===== config.mk =====
export PLATFORM = sky130hd
export DESIGN_NAME = esi_mdu
export DESIGN_NICKNAME = d
export VERILOG_FILES = /design/src/hw/rtl/esi_pkg.sv /design/src/hw/rtl/esi_mdu.sv
export SDC_FILE = /design/constraint.sdc
export NUM_CORES = 1
export LEC_CHECK = 0
export BUFFER_PORTS_ARGS = -buffer_cell sky130_fd_sc_hd__buf_2
export CORE_MARGIN = 1
export CORE_UTILIZATION = 45
export CTS_CLUSTER_DIAMETER = 100
export DETAILED_ROUTE_END_ITERATION = 7
export SETUP_SLACK_MARGIN = 0.1
export SYNTH_ARGS = -nofsm -noshare
export SYNTH_HDL_FRONTEND = slang
export SYNTH_SLANG_ARGS = --single-unit

===== constraint.sdc =====
create_clock -name i_clk -period 12.06 [get_ports i_clk]
set_input_delay 1.809 -clock i_clk [delete_from_list [all_inputs] [get_ports i_clk]]
set_output_delay 1.809 -clock i_clk [all_outputs]
set_load 0.02 [all_outputs]

===== src/hw/rtl/esi_pkg.sv =====
package esi_pkg;

    localparam int MAX_EXPIRIES_DEF = 16;
    localparam int MAX_STRIKES_DEF  = 16;

    localparam logic [1:0] REQ_LOAD  = 2'd0;
    localparam logic [1:0] REQ_QUERY = 2'd1;
    localparam logic [1:0] REQ_CLEAR = 2'd2;
    localparam logic [1:0] REQ_RSVD  = 2'd3;

    localparam logic [2:0] STAT_OK      = 3'd0;
    localparam logic [2:0] STAT_NODATA  = 3'd1;
    localparam logic [2:0] STAT_NEGTIME = 3'd2;
    localparam logic [2:0] STAT_FULL    = 3'd3;
    localparam logic [2:0] STAT_DUP     = 3'd4;

    // round(mag_a * mag_b / den), clamped to 2^40
    typedef struct packed {
        logic        start;
        logic [31:0] mag_a;
        logic [31:0] mag_b;
        logic [31:0] den;
    } t_mdu_req;

    typedef struct packed {
        logic        done;
        logic [40:0] quo;
    } t_mdu_rsp;

endpackage


===== src/hw/rtl/esi_mdu.sv =====
module esi_mdu (
    input  logic              i_clk,
    input  logic              i_rst_n,
    input  esi_pkg::t_mdu_req i_req,
    output esi_pkg::t_mdu_rsp o_rsp
);

    typedef enum logic [4:0] {
        U_IDLE = 5'b00001,
        U_MUL  = 5'b00010,
        U_ADD  = 5'b00100,
        U_DIV  = 5'b01000,
        U_FIN  = 5'b10000
    } t_ustate;

    t_ustate     r_state;
    logic [63:0] r_ma;
    logic [31:0] r_mb;
    logic [63:0] r_acc;
    logic [31:0] r_den;
    logic [63:0] r_num;
    logic [31:0] r_rem;
    logic [5:0]  r_cnt;

    logic [32:0] rem2;
    logic        ge;

    assign rem2 = {r_rem, r_num[63]};
    assign ge   = (rem2 >= {1'b0, r_den});

    always_ff @(posedge i_clk) begin
        if (!i_rst_n) begin
            r_state <= U_IDLE;
        end else begin
            unique case (r_state)
                U_IDLE: begin
                    if (i_req.start) begin
                        r_ma    <= {32'd0, i_req.mag_a};
                        r_mb    <= i_req.mag_b;
                        r_acc   <= '0;
                        r_den   <= i_req.den;
                        r_cnt   <= '0;
                        r_state <= U_MUL;
                    end
                end
                U_MUL: begin
                    if (r_mb[0]) begin
                        r_acc <= r_acc + r_ma;
                    end
                    r_ma  <= {r_ma[62:0], 1'b0};
                    r_mb  <= {1'b0, r_mb[31:1]};
                    r_cnt <= r_cnt + 6'd1;
                    if (r_cnt == 6'd31) begin
                        r_state <= U_ADD;
                    end
                end
                U_ADD: begin
                    // add half the divisor for round to nearest
                    r_num   <= r_acc + {33'd0, r_den[31:1]};
                    r_rem   <= '0;
                    r_cnt   <= '0;
                    r_state <= U_DIV;
                end
                U_DIV: begin
                    r_num <= {r_num[62:0], ge};
                    r_rem <= ge ? 32'(rem2 - {1'b0, r_den}) : rem2[31:0];
                    r_cnt <= r_cnt + 6'd1;
                    if (r_cnt == 6'd63) begin
                        r_state <= U_FIN;
                    end
                end
                U_FIN: begin
                    r_state <= U_IDLE;
                end
                default: r_state <= U_IDLE;
            endcase
        end
    end

    assign o_rsp.done = (r_state == U_FIN);
    assign o_rsp.quo  = (r_num > 64'h0000_0100_0000_0000) ? 41'h100_0000_0000 : r_num[40:0];

endmodule


Yosys cells after proc, flatten, opt, wreduce, memory -nomap -nowiden. Cells that the tools add are included. W data, S select, Z words.

Latch bits: 0. Bits in writable memories: 0. Input bits: 99. Memory bits (read-only): 0. Memories: 0. Register bits: 299. Output and inout port bits: 42.

Shifts and indexed selects: 0. Equality and inequality tests: 11. $lt $le $gt $ge: 2. $add $sub $neg: 4. Reduce and logical (&&, ||, !) cells: 10. Divide/modulo/power cells: 0. $mul: 0. Bitwise operators: 0. Multiplexer cells: 17.

Operators by type and width (count): $pmux W64 S2 (3); $mux W64 (3); $pmux W32 S2 (2); $add A64 B31 Y64 (1); $add A64 B64 Y64 (1); $gt A64 B41 Y1 const B (1); $mux W32 (2); $mux W41 (1); $ge A33 B32 Y1 (1); $sub A32 B32 Y32 (1); $pmux W5 S4 (1); $pmux W6 S3 (1); $mux W5 (3); $reduce_and A3 Y1 (4); $ne A2 B2 Y1 const B (4); $add A6 B1 Y6 const B (1); $eq A6 B5 Y1 const B (1); $eq A6 B6 Y1 const B (1); $mux W6 (1); $eq A5 B1 Y1 const B (1); $eq A5 B2 Y1 const B (1); $eq A5 B3 Y1 const B (1); $eq A5 B4 Y1 const B (1); $eq A5 B5 Y1 const B (1); 5 further kinds (6).

Logic depth before layout (Yosys ltp).
Depth in word-level cells: 4. Depth in mapped cells: 14. Mapped depth without buffers: 13.

Least setup slack after synthesis. Ideal clock, no wire load.

Path kind: input port to flip-flop. Start: input i_req[96] (netlist bit). End: register r_ma[0] (enable). Data arrival time: 8847 ps. Path slack: 2515 ps. Required time: 11362 ps. Path buffers: 0. Stages on the path: 2. Cells stage by stage: nand2_1 a21boi_0.

Word-level cells in the longest chain between the ends: 2.

RTL lines: start, declared (line esi_mdu.sv:4) `input esi_pkg::t_mdu_req i_req,`; $ne A2 B2 Y1 (no source line); $reduce_and A3 Y1 (no source line); end signal, assigned (line esi_mdu.sv:38) `r_ma <= {32'd0, i_req.mag_a};`; end signal, assigned (line esi_mdu.sv:50) `r_ma <= {r_ma[62:0], 1'b0};`; end, declared (line esi_mdu.sv:17) `logic [63:0] r_ma;`.

Every way passes these cells. A chain may end at the register's enable or synchronous reset.

==> key figures <==
Clocking
  • Buffer levels on the longest clock path: 3
  • Total CTS buffers: 37
  • CTS H-tree lvls: 2
  • Reg clk slew, reported paths: 0.06 ns
  • Clock sink count: 299
  • CTS tree: done
  • Hold_buf cts: 0
  • Skew-Pair Late Insertion Delay: 0.56 ns
  • Post-CTS Resized: 0
  • Clock Tree Root: clkbuf_16
  • Post-CTS setup buffers: 0

Place
  • Final GP Congestion: 0.920
  • Pre-CTS setup slack: 7.36 ns
  • Post-DP HPWL: 39200 µm
  • Dpl cell area: 0.0211 mm²
  • PortBufs: 140
  • Placed cells: 2783

Logic synthesis
  • Post-Syn Area: 0.0199 mm²
  • Syn avg cell area: 9.29 µm²
  • EDFF count, synth: 294
  • Share of the synthesized area in the top cell type: 0.444
  • Seq/Total Area, Yosys: 0.449
  • Synth warn: 0
  • Synth async-reset ratio: 0
  • Post-synth top area cell: edfxtp_1
  • Top FF cell, synth: edfxtp_1
  • Top post-synthesis cells by area: edfxtp_1 (44%), ha_1 (8.0%), nand2_1 (7.3%)
  • Synth Instances: 2141
  • Mapped Nets: 2370
  • Netlist cell types: 77
  • Yosys reg bits: 299

Worst hold path
  • Hold Crit Start: r_mb[15]
  • Worst min-delay path class: register to register

Worst setup path
  • CP Capture Point: o_rsp[8]
  • R2r setup slk: 8.11 ns
  • CP max stage delay: 1.08 ns
  • CP Cell Sequence: nor4_1, nand4_1, o31ai_4, and3_1, buf_2
  • Crit Path Category: register to output port
  • R2r endpoint: r_acc[57]
  • Crit. Startpoint: r_num[6]
  • Crit-path max FO: 40
  • Slowest CP cell: o31ai_4
  • Critical path data arrival time: 3.50 ns
  • WP buf/inv: 1
  • CP delay by family, top: simple AND/OR/NAND/NOR gates
  • Critical Path RT: 10.25 ns
  • R2R depth: 11
  • Critical path depth: 5
  • Crit. End Element: output port
  • Startpoint types: register
  • RR Startpoint: r_acc[1]

Global routing
  • Number of antenna violations at the first check in global routing: 0
  • Vias in the first global route: 15.4k
  • Global-route wire length before repair: 83900 µm
  • GRT Total Usage: 0.239
  • GRT overflow: 0
  • Largest net degree at the start of global routing: 90

Timing
  • Worst rel slew slack: 0.178
  • Final Hold Viols: 0
  • Fmax: 188 MHz
  • Worst-Margin Slew: 1.23 ns
  • Final setup vio count: 0
  • Pins Over Slew Limit: 0
  • Setup tns final: 0 ns
  • Final worst slack: 6.75 ns
  • RSZ-0062 raised after global routing: no
  • Tmin final: 5.31 ns
  • Final setup skew: 0.0213 ns
  • WHS: 0.512 ns
  • Tcrit/Tclk final: 0.440

Floorplan
  • Core ar.: 0.0434 mm²
  • Num rows: 76
  • Die Y: 212 µm
  • IO Pins: 141
  • Die Width: 212 µm
  • Initial Util: 0.459
  • Die area: 0.0451 mm²

Pwr
  • Largest vdd supply drop: 0.104 mV
  • Sw frac: 0.280
  • Comb power frac: 0.180
  • Leakage Power: 8.94 nW
  • Internal Power: 2.07 mW
  • Overall Power: 2.88 mW
  • Pwr Density: 129 mW/mm²
  • Sequential power share: 0.435
  • Psw: 0.806 mW
  • Clock network power share: 0.385

Finish
  • Multi-input logic area: 0.0104 mm²
  • Filler Cells Inserted: 4088
  • Antenna cells: 0
  • FF/Latch Area: 0.00893 mm²
  • Synth-to-Final Area Change: 12.1%
  • Layout cells sized above 1: 0.105
  • Final Non-Filler Cells: 2849
  • Nets: 2466
  • Fin util: 0.514
  • Post-route cell area: 0.0223 mm²

Routing
  • Vias per cell: 5.64
  • Vias: 16.1k
  • WL/cell: 18.4 µm
  • Routed Antenna Nets: 0
  • Iter 0 DRT Violations: 1342
  • Final wirelength: 52500 µm
  • Pre-Repair DR Iteration Count: 5
  • DRC viols: 0

Run status
  • Status: completed

Flow run
  • Max Cap Viol: 0
[how the worst min path moves through the flow]
stage / cells after the start / slack, ns / endpoint
final: 2 / 0.51 / r_mb[14]
after global routing: 2 / 0.54 / r_mb[28]
after CTS: 2 / 0.51 / r_mb[22]
after detailed placement: 2 / 0.50 / r_mb[22]
after global placement: 2 / 0.49 / r_mb[29]
after floorplan: 2 / 0.48 / r_mb[0]
[kinds of logic (layout without fill, tap and decap cells)]
logic type                 after synthesis  after routing  share of synthesized area
muxes                                    6              6                    0.00308
adders and majority gates              130            130                     0.0829
xor gates and xnor gates               138            138                     0.0608
and+or+nand+nor                        890            890                      0.208
buffers and inverters                  162            285                     0.0308
AOI/OAI and AO/OA                      516            516                      0.166
DFF                                    299            299                      0.449
[cell usage after synthesis (13+ instances only)]
master and n:
nor2b_1 16, and3_1 60, o21a_1 14, nor4_1 25
o21bai_1 25, ha_1 127, nor3_1 38, inv_1 65
nand2_1 388, nand4_1 41, and2_1 48, xnor2_1 79
nor2_1 162, clkbuf_1 84, o21ai_0 98, edfxtp_1 294
a21o_1 84, a211oi_1 20, a21oi_1 166, xor2_1 59
o21ai_1 19, a31oi_1 13, nand3_1 53
[layout by cell type (no fill, tap or decap), drive strengths merged, types with 18 or more instances in the layout]
cell    count
inv        67
nor4       25
a211oi     23
o21bai     25
nand3      53
ha        127
clkbuf     41
xor2       59
and2       51
nand4      41
nor2      162
buf       152
o21ai     117
nor3       38
and3       60
a21oi     167
clkinv     18
a21o       84
nand2     388
edfxtp    294
xnor2      79
[worst register-to-register path: stages, from the launching register on]
cell	delay (ns)
edfxtp_1	0.50
ha_1	0.35
a211oi_1	0.09
o31ai_2	0.40
o2111ai_1	0.23
a21o_1	0.26
a2111oi_0	0.78
or2_1	0.26
a21oi_1	0.17
o31ai_2	0.38
o21a_1	0.18
nor3_1	0.05
[flip-flops by register name (all words and copies together) (netlist names)]
register,count
r_rem,32
r_cnt,6
r_den,32
r_state,5
r_acc,64
r_num,64
r_mb,32
r_ma,64
[power by group through the flow]
stage	Sequential, mW	Clock (mW)	Combinational, mW
after floorplan	1.26	0	0.388
after global placement	1.27	0	0.506
after detailed placement	1.27	0	0.511
after CTS	1.25	1.13	0.515
after global routing	1.25	1.17	0.579
final	1.25	1.11	0.518
[layout make-up]
| type | count | area share |
|---|---|---|
| inverter | 67 | 0.0113 |
| sequential | 299 | 0.400 |
| multi-input combinational | 1680 | 0.466 |
| clock inverter | 25 | 0.0106 |
| clock buffer | 41 | 0.0431 |
| tap | 585 | 0.0328 |
| timing repair buffer | 152 | 0.0354 |
[routing by layer]
layer / wire length (µm) / up-vias / GRT usage
met5: 0 / - / 0
met4: 929 / 0 / 0.0615
met3: 3980 / 56 / 0.0350
met2: 21100 / 503 / 0.337
met1: 26400 / 7541 / 0.375
li1: - / 7964 / -
No activity file was read; power rests on OpenSTA's default activity.
